==> config.mk <==
export PLATFORM = sky130hd
export DESIGN_NAME = etg_front
export DESIGN_NICKNAME = d
export VERILOG_FILES = /design/src/rtl/etg_pkg.sv /design/src/rtl/etg_front.sv
export SDC_FILE = /design/constraint.sdc
export NUM_CORES = 1
export LEC_CHECK = 0
export BUFFER_PORTS_ARGS = -buffer_cell sky130_fd_sc_hd__buf_2
export CORE_ASPECT_RATIO = 0.75
export CORE_MARGIN = 2
export CORE_UTILIZATION = 45
export CTS_CLUSTER_DIAMETER = 80
export DETAILED_ROUTE_END_ITERATION = 8
export PLACE_DENSITY = 0.69
export SYNTH_ARGS = -nofsm -noshare
export SYNTH_HDL_FRONTEND = slang
export SYNTH_SLANG_ARGS = --single-unit
==> constraint.sdc <==
create_clock -name clk -period 5.4 [get_ports clk]
set_input_delay 0.54 -clock clk [delete_from_list [all_inputs] [get_ports clk]]
set_output_delay 0.54 -clock clk [all_outputs]
set_load 0.05 [all_outputs]
==> src/rtl/etg_pkg.sv <==
// ============================================================================
// etg_pkg
// Shared types and constants for the eased tween generator.
// ============================================================================
package etg_pkg;

    localparam int FRAC_BITS = 16;
    localparam int TIME_BITS = 32;
    localparam int ONE_W     = FRAC_BITS + 1;

    // Operation codes carried by an input beat.
    localparam logic [1:0] OP_ADVANCE = 2'd0;
    localparam logic [1:0] OP_RESTART = 2'd1;
    localparam logic [1:0] OP_PAUSE   = 2'd2;
    localparam logic [1:0] OP_RESUME  = 2'd3;

    // Easing curve codes.
    localparam logic [2:0] CRV_LINEAR  = 3'd0;
    localparam logic [2:0] CRV_QUAD_I  = 3'd1;
    localparam logic [2:0] CRV_QUAD_O  = 3'd2;
    localparam logic [2:0] CRV_QUAD_IO = 3'd3;
    localparam logic [2:0] CRV_CUBE_I  = 3'd4;
    localparam logic [2:0] CRV_CUBE_O  = 3'd5;
    localparam logic [2:0] CRV_CUBE_IO = 3'd6;

    // Register indexes on the configuration port.
    localparam logic [2:0] REG_ENABLE   = 3'd0;
    localparam logic [2:0] REG_START    = 3'd1;
    localparam logic [2:0] REG_END      = 3'd2;
    localparam logic [2:0] REG_DURATION = 3'd3;
    localparam logic [2:0] REG_CURVE    = 3'd4;

    // One classified command passed from the front to the back.
    typedef struct packed {
        logic [1:0]  op;
        logic [31:0] delta;
        logic        ready;
    } cmd_t;

endpackage

==> src/rtl/etg_front.sv <==
// ============================================================================
// etg_front
// Accepts input beats, classifies them and holds them in a two-entry queue.
// ============================================================================
module etg_front
(
    input  logic                clk,
    input  logic                rst_n,
    input  logic                in_valid,
    output logic                in_ready,
    input  logic [1:0]          operation,
    input  logic [31:0]         delta,
    input  logic                cfg_ok,
    output logic                cmd_valid,
    input  logic                cmd_ready,
    output etg_pkg::cmd_t       cmd
);
    import etg_pkg::*;

    cmd_t       q_reg [2];
    logic       wr_ptr_reg, wr_ptr_next;
    logic       rd_ptr_reg, rd_ptr_next;
    logic [1:0] cnt_reg, cnt_next;
    logic       push, pop;
    cmd_t       new_cmd;

    // Classification of the incoming beat.
    always_comb
    begin
        new_cmd.op    = operation;
        new_cmd.delta = delta;
        new_cmd.ready = cfg_ok;
    end

    assign in_ready  = (cnt_reg != 2'd2);
    assign cmd_valid = (cnt_reg != 2'd0);
    assign cmd       = q_reg[rd_ptr_reg];
    assign push      = in_valid && in_ready;
    assign pop       = cmd_valid && cmd_ready;

    // Queue pointers and fill count.
    always_comb
    begin
        wr_ptr_next = wr_ptr_reg ^ push;
        rd_ptr_next = rd_ptr_reg ^ pop;
        cnt_next    = cnt_reg + {1'b0, push} - {1'b0, pop};
    end

    always_ff @(posedge clk or negedge rst_n)
    begin
        if (!rst_n)
        begin
            wr_ptr_reg <= 1'b0;
            rd_ptr_reg <= 1'b0;
            cnt_reg    <= 2'd0;
        end
        else
        begin
            wr_ptr_reg <= wr_ptr_next;
            rd_ptr_reg <= rd_ptr_next;
            cnt_reg    <= cnt_next;
        end
    end

    // Queue storage.
    always_ff @(posedge clk)
    begin
        if (push)
        begin
            q_reg[wr_ptr_reg] <= new_cmd;
        end
    end

    a_cnt_range: assert property (@(posedge clk) disable iff (!rst_n)
        cnt_reg != 2'd3) else $error("queue count out of range");
    a_no_push_full: assert property (@(posedge clk) disable iff (!rst_n)
        cnt_reg == 2'd2 |-> !push) else $error("push into full queue");
    a_pop_nonempty: assert property (@(posedge clk) disable iff (!rst_n)
        pop |-> cnt_reg != 2'd0) else $error("pop from empty queue");

endmodule

; Yosys cells after proc, flatten, opt, wreduce, memory -nomap -nowiden
; Memories as Yosys holds them, arrays and structs flattened.
; Cells that the tools add are included.
[word_totals]
reg_bits = 4
latchBits = 0
ram_bits = 70
romBits = 0
inputBits = 39
output_inout_bits = 37
elab_cells = 14
n_memories = 1
[classes]
n_addsub = 2
mul = 0
div = 0
order_cmp = 0
n_eq_ne = 1
shifts = 0
muxes = 2
bitwise_logic = 2
n_reduce_logical = 3
[mem_list]
columns = memory, words, width, read_ports, rd_clocked_by_memory_dff, wr, line
row1 = q_reg, 2, 35, 1, 0, 1, etg_front.sv:20  ; cmd_t q_reg [2];
[op_table]
columns = operator, count
row1 = adder 2 x 1 -> 2 bit, 1
row2 = logical AND 1 bit, 2
row3 = 2-to-1 mux 1 bit, 2
row4 = "inequality test 2 bit, second input constant", 1
row5 = nonzero test 2 bit, 1
row6 = subtractor 2 x 1 -> 2 bit, 1
row7 = bitwise XOR 1 bit, 2

; Logic depth before layout (Yosys ltp)
; Gate-level depths: netlist (run 1).
[logic_depth]
ltp_word = 4
depth_mapped = 5
mapped_depth_nobuf = 5

; Worst setup path before layout (run 1)
; No wires, ideal clock.
[synth_timing]
path_kind = flip-flop to flip-flop
startpoint = register cnt_reg[0]
endpoint = memory q_reg[0][0] (netlist bit), enable pin
setup_time_ns = 0.396
arrival_time_ns = 1.972
required_ns = 5.004
slack_ns = 3.033
stages_incl_launch_ff = 4
path_buffers = 0
period_less_slack_ns = 2.367
cell_sequence = dfrtp_1 nand2b_1 and2_1 ha_1
[synth_via]
elab_chain_len = 4
[synth_lines]
columns = element, line
row1 = "start, declared", etg_front.sv:23  ; logic [1:0] cnt_reg, cnt_next;
row2 = "start signal, assigned", etg_front.sv:61  ; cnt_reg <= cnt_next;
row3 = inequality test 2 bit, etg_front.sv:35  ; assign in_ready = (cnt_reg != 2'd2);
row4 = named net in_ready, etg_front.sv:10  ; output logic in_ready,
row5 = logical AND 1 bit, etg_front.sv:38  ; assign push = in_valid && in_ready;
row6 = 2-to-1 mux 1 bit, etg_front.sv:68  ; if (push)
row7 = 2-to-1 mux 1 bit (implied by the code), etg_front.sv:70  ; q_reg[wr_ptr_reg] <= new_cmd;
row8 = "end, declared", etg_front.sv:20
; The timed path passes the listed nets, and every way through them passes these cells.

==> results of run 1 <==
[cells in the final DEF, fill, tap and decap left out, types with 2 or more instances in the layout]
master and instances:
sky130_fd_sc_hd__inv_1 2, sky130_fd_sc_hd__dfrtp_1 4, sky130_fd_sc_hd__clkinv_2 3, sky130_fd_sc_hd__clkbuf_8 9, sky130_fd_sc_hd__xnor2_1 2, sky130_fd_sc_hd__mux2_2 35
sky130_fd_sc_hd__edfxtp_1 70, sky130_fd_sc_hd__clkinv_1 2, sky130_fd_sc_hd__buf_2 75, sky130_fd_sc_hd__nor2_1 2
[power by group]
part           switching (uW)  internal [uW]  total (uW)
registers                35.2            788         823
clock network             185            207         392
logic                     673            251         923
[final cells by class]
| cell class | count | area, sq um | area share |
|---|---|---|---|
| multi-input combinational | 52 | 519 | 0.153 |
| sequential | 74 | 2200 | 0.647 |
| clock inverter | 7 | 60.1 | 0.0176 |
| inverter | 2 | 7.51 | 0.00221 |
| clock buffer | 9 | 124 | 0.0364 |
| tap | 78 | 97.6 | 0.0287 |
| timing repair buffer | 77 | 393 | 0.115 |
[stage by stage]
step	worst slack, ps	power (uW)	instances
2_1_floorplan	3030	1590	132
3_3_place_gp	3420	1760	282
3_5_place_dp	3400	1770	282
4_1_cts	3130	2170	299
5_1_grt	3050	2240	299
6_report	3150	2140	299
[path summary, 6_finish.rpt]
check                           slack [ps]  cells past startpoint                     end
max in group asynchronous             4740                      2    wr_ptr_reg$_DFF_PN0_
worst min register to register         630                      1    cnt_reg[0]$_DFF_PN0_
worst min-delay path                   390                      1   q_reg[0][0]$_DFFE_PP_
min in group asynchronous              550                      2    cnt_reg[1]$_DFF_PN0_
worst max-delay path                  3150                      3                 cmd[32]
worst max register to register        3540                      3  q_reg[0][31]$_DFFE_PP_
[per-layer routing]
| metal | track usage | vias up |
|---|---|---|
| met1 | 0.158 | 670 |
| met3 | 0.0936 | 3 |
| li1 | - | 682 |
| met2 | 0.206 | 59 |
| met5 | 0 | - |
| met4 | 0.0435 | 0 |
[repair_timing]
action | 4_1_cts | 5_1_grt
gates resized for setup | 0 | 0
endpoints found under the hold margin | 4 | 0
hold buffers | 1 | 0
[synthesized netlist by cell type]
cell type	instances
sky130_fd_sc_hd__and2_1	1
sky130_fd_sc_hd__buf_2	1
sky130_fd_sc_hd__edfxtp_1	70
sky130_fd_sc_hd__mux2_2	35
sky130_fd_sc_hd__nor2_1	2
sky130_fd_sc_hd__dfrtp_1	4
sky130_fd_sc_hd__nand2_1	1
sky130_fd_sc_hd__ha_1	2
sky130_fd_sc_hd__a211oi_1	1
sky130_fd_sc_hd__inv_1	2
sky130_fd_sc_hd__or2_2	1
sky130_fd_sc_hd__buf_6	3
sky130_fd_sc_hd__nand3_1	1
sky130_fd_sc_hd__nor2b_1	1
sky130_fd_sc_hd__o21ai_0	1
sky130_fd_sc_hd__xnor2_1	2
sky130_fd_sc_hd__nand2b_1	1
sky130_fd_sc_hd__a21bo_1	1
sky130_fd_sc_hd__a32oi_1	1
sky130_fd_sc_hd__and3_1	1
[cell families (layout without fill, tap and decap cells)]
family | Yosys count | in the layout | synth area share
fa+ha+maj | 2 | 2 | 0.00905
simple gates | 9 | 9 | 0.0172
xor+xnor | 2 | 2 | 0.00634
flops | 74 | 74 | 0.797
compound gates | 4 | 4 | 0.0113
mux | 35 | 35 | 0.143
buf+inv | 6 | 95 | 0.0167
==> impl_metrics.tcl, run 1 <==
set metrics [dict create \
    result_of_the_run "finished, final reports clean" \
    initial_core_util 0.470 \
    largest_reg_flops 70 \
    drt_met1_wl_um 1900 \
    remaining_drc_errors 0 \
    final.fill_count 461 \
    crit_path_max_fanout 36 \
    rsz0062_at_grt "no" \
    via_per_inst 4.73 \
    synth.yosys.warnings 0 \
    worst-endpoint-arrival_ps 1710 \
    final_antenna_net_count 0 \
    first_pass_grt_wire_length_um 6580 \
    dr.pass1.iters 4 \
    cts.path.max_buffers 2 \
    post-cts-setup-buffers 0 \
    synth-seq-cells 74 \
    grt_total_usage 0.137 \
    numCtsBuffers 9 \
    floorplan.io_pins 76 \
    post-synth-top-area-cell "sky130_fd_sc_hd__edfxtp_1" \
    numPortBuffers 75 \
    setup.worst_path.class "register to output port" \
    tightest_slew_ps 862 \
    cts.sink_count 74 \
    routed_len_inst_um 14.9 \
    fin_crit_ps 2250 \
    crit_chain "buf_4 -> mux2_2 -> buf_2" \
    postPlaceCellArea_sq_um 3210 \
    whs_ps 389 \
    highest_layer "met4" \
    fp.coreArea_sq_um 5890 \
    route.final.wire_length_um 4450 \
    holdCritStartpoint "cfg_ok" \
    synth_cells 132 \
    clock_insertion_delay_worst_skew_ps 330 \
    share_of_the_core_filled_with_cells 0.578 \
    design.final.nets 257 \
    number_of_rows_in_the_core_area 24 \
    detailed_place_hpwl_um 2880 \
    worst_setup_hold_path_clk_slew_ps 70 \
    crit_required_ps 4860 \
    tritoncts "done" \
    cap_violations 0 \
    wl_met2_um 2060 \
    synth_area_leaders "sky130_fd_sc_hd__edfxtp_1, sky130_fd_sc_hd__mux2_2, sky130_fd_sc_hd__dfrtp_1" \
    grt_pass1_vias 1434 \
    first_iter_violations 70 \
    critical-path-top-delay-family "buffers and inverters" \
    netlist-cell-type-count 20 \
    timing.critical_path.from_type "register" \
    synthesis.area_sq_um 2760 \
    yosysSeqAreaShare 0.797 \
    postLayoutCellArea_sq_um 3400 \
    crit_start "rd_ptr_reg$_DFF_PN0_" \
    setup_violations 0 \
    die_y_um 71.9 \
    max_freq_ghz 0.445 \
    leakage_power_uw 0.00129 \
    layout_worst_path_cycle_share 0.416 \
    die_w_um 94.5 \
    diodes 0 \
    gr-total-overflow 0 \
    synth_area_per_inst_sq_um 20.9 \
    route.vias.total 1414 \
    post-synth-top-area-fraction 0.761 \
    final_layout_size_suffix_gt1_frac 0.579 \
    tns_ps 0 \
    root_buffer "sky130_fd_sc_hd__clkbuf_8" \
    finalHoldViolations 0 \
    critPathSlowestCell "sky130_fd_sc_hd__buf_4" \
    synthesis_to_finish_area_growth_pct 23.1 \
    min-delay-path-class "input port to register" \
    reg2reg_from "cnt_reg[0]$_DFF_PN0_" \
    pwr_density_cell_nw_per_um2 629 \
    worst_ir_drop_on_vdd_v 0.000329 \
    slew-limit-headroom 0.426 \
    crit_path_end_kind "output port" \
    grt_max_degree 37 \
    length_of_routed_met3_wiring_um 470 \
    timing_max_transition_violations_final 0 \
    htree_levels 3 \
    die_area_sq_um 6790 \
    number_of_antenna_violations_at_the_first_check_in_global_routing 0 \
    cp_num_buf_inv 2 \
    worst_clock_skew_ps 3.87 \
    synth_fp_nets 173 \
    worst_path_largest_cell_delay_ps 430 \
    finalWeightedCongestion 0.686 \
]
(Power assumes the default switching activity.)
==> run 2, diff against run 1 <==
- clock period: 5.4 -> 2.3 ns (I/O delays scaled with it)
==> impl_metrics.tcl, run 2 (synthesis gave the netlist of run 1 again) <==
set metrics [dict create \
    result_of_the_run "finished, final reports clean" \
    share_of_the_core_filled_with_cells 0.587 \
    design.final.nets 260 \
    grt_pass1_vias 1491 \
    tns_ps 0 \
    dr.pass1.iters 4 \
    place.detailed.instances 285 \
    cp_num_buf_inv 2 \
    numCtsBuffers 9 \
    grt_total_usage 0.138 \
    largest_reg_flops 70 \
    crit_path_max_fanout 26 \
    timing_max_transition_violations_final 0 \
    max_freq_ghz 0.536 \
    leakage_power_uw 0.00131 \
    diodes 0 \
    mostFrequentLayoutCells "sky130_fd_sc_hd__buf_2, sky130_fd_sc_hd__edfxtp_1, sky130_fd_sc_hd__mux2_2, sky130_fd_sc_hd__clkbuf_8, sky130_fd_sc_hd__dfrtp_1" \
    crit_required_ps 2070 \
    finalWeightedCongestion 0.739 \
    route.final.wire_length_um 4450 \
    first_iter_violations 64 \
    fp.coreArea_sq_um 5890 \
    die_y_um 71.9 \
    final_layout_size_suffix_gt1_frac 0.580 \
    crit_path_end_kind "output port" \
    routed_len_inst_um 14.7 \
    tightest_slew_ps 407 \
    via_per_inst 4.74 \
    root_buffer "sky130_fd_sc_hd__clkbuf_8" \
    tritoncts "done" \
    numPortBuffers 75 \
    htree_levels 3 \
    clock_power_frac 0.184 \
    worst_clock_skew_ps 7.09 \
    clock_insertion_delay_worst_skew_ps 330 \
    finalHoldViolations 0 \
    number_of_antenna_violations_at_the_first_check_in_global_routing 0 \
    final_antenna_net_count 0 \
    layout.cells.non_filler 302 \
    cap_violations 0 \
    grt_max_degree 36 \
    die_w_um 94.5 \
    worst_path_largest_cell_delay_ps 390 \
    pwr-share-comb 0.437 \
    first_pass_grt_wire_length_um 6720 \
    rsz0062_at_grt "no" \
    p_seq_frac 0.379 \
    setup.worst_path.class "register to output port" \
    p_total_uw 5080 \
    layout_worst_path_cycle_share 0.811 \
    number_of_rows_in_the_core_area 24 \
    post_cts_resized 0 \
    route.vias.total 1431 \
    timing.critical_path.from_type "register" \
    pwr_density_cell_nw_per_um2 1470 \
    critPathSlowestCell "sky130_fd_sc_hd__mux2_2" \
    cts.sink_count 74 \
    fin_crit_ps 1870 \
    min-delay-path-class "input port to register" \
    worst_setup_hold_path_clk_slew_ps 70 \
    worst_ir_drop_on_vdd_v 0.000830 \
    setup_violations 0 \
    layout_commonest_cell "sky130_fd_sc_hd__buf_2" \
    slew-limit-headroom 0.729 \
    internal_power_uw 2980 \
    cts.path.max_buffers 2 \
    crit_chain "buf_4 -> mux2_2 -> buf_2" \
    fraction_of_power_spent_switching_nets 0.413 \
    initial_core_util 0.470 \
    floorplan.io_pins 76 \
    synthesis_to_finish_area_growth_pct 24.9 \
    die_area_sq_um 6790 \
    gr-total-overflow 0 \
    power_switching_uw 2100 \
    worst-endpoint-arrival_ps 1640 \
    remaining_drc_errors 0 \
    critical-path-top-delay-family "buffers and inverters" \
    detailed_place_hpwl_um 2920 \
]
run 2: changes by cell type in the layout (fill, tap and decap cells not counted), sizes merged:
| cell | delta |
|---|---|
| buf | +3 |
| clkbuf | +2 |
| clkinv | -2 |
run 2: through the flow:
| step | hold WS [ps] | area, sq um | worst slack, ps |
|---|---|---|---|
| 3_5_place_dp | 43.0 | 3260 | 729 |
| 3_3_place_gp | 42.5 | 3260 | 738 |
| 5_1_grt | 60.1 | 3450 | 347 |
| 4_1_cts | 58.8 | 3450 | 394 |
| 6_report | 79.7 | 3450 | 434 |
| 2_1_floorplan | -65.6 | 2770 | 36.1 |
run 2: final timing paths:
kind,from,endpoint,slack (ps),cells past startpoint
max,rd_ptr_reg$_DFF_PN0_,cmd[21],430,3
min,delta[27],q_reg[0][28]$_DFFE_PP_,80,1
max reg2reg,cnt_reg[0]$_DFF_PN0_,q_reg[1][3]$_DFFE_PP_,710,3
min reg2reg,cnt_reg[0]$_DFF_PN0_,cnt_reg[0]$_DFF_PN0_,630,1
max in group asynchronous,rst_n,wr_ptr_reg$_DFF_PN0_,1950,2
min in group asynchronous,rst_n,cnt_reg[0]$_DFF_PN0_,220,2
run 2: cell type report:
type / count / area (sq um)
Fill cell: 488 / 2430
Inverter: 2 / 7.51
Sequential cell: 74 / 2200
Clock buffer: 11 / 131
Timing Repair Buffer: 80 / 440
Multi-Input combinational cell: 52 / 519
Tap cell: 78 / 97.6
Clock inverter: 5 / 55.1
run 2: power groups by stage:
stage	Clock, uW	Sequential, uW	Combinational [uW]
floorplan	0	1940	1800
global placement	0	1940	2240
detailed placement	0	1960	2240
CTS	970	1930	2250
global route	1030	1950	2340
finish	933	1930	2220
run 2: what timing repair did:
item                      4_1_cts  5_1_grt
setup buffers                   0        0
hold endpoints to repair        4        0
hold buffers                    1        0
run 2: routing by layer:
metal / routed length (um) / share of wire / GRT usage / vias up
met1: 1840 / 0.41 / 0.158 / 693
met4: 10 / 0.0022 / 0.0386 / 0
met2: 2270 / 0.51 / 0.235 / 49
met3: 330 / 0.074 / 0.0652 / 2
li1: - / - / - / 687
met5: 0 / 0 / 0 / -
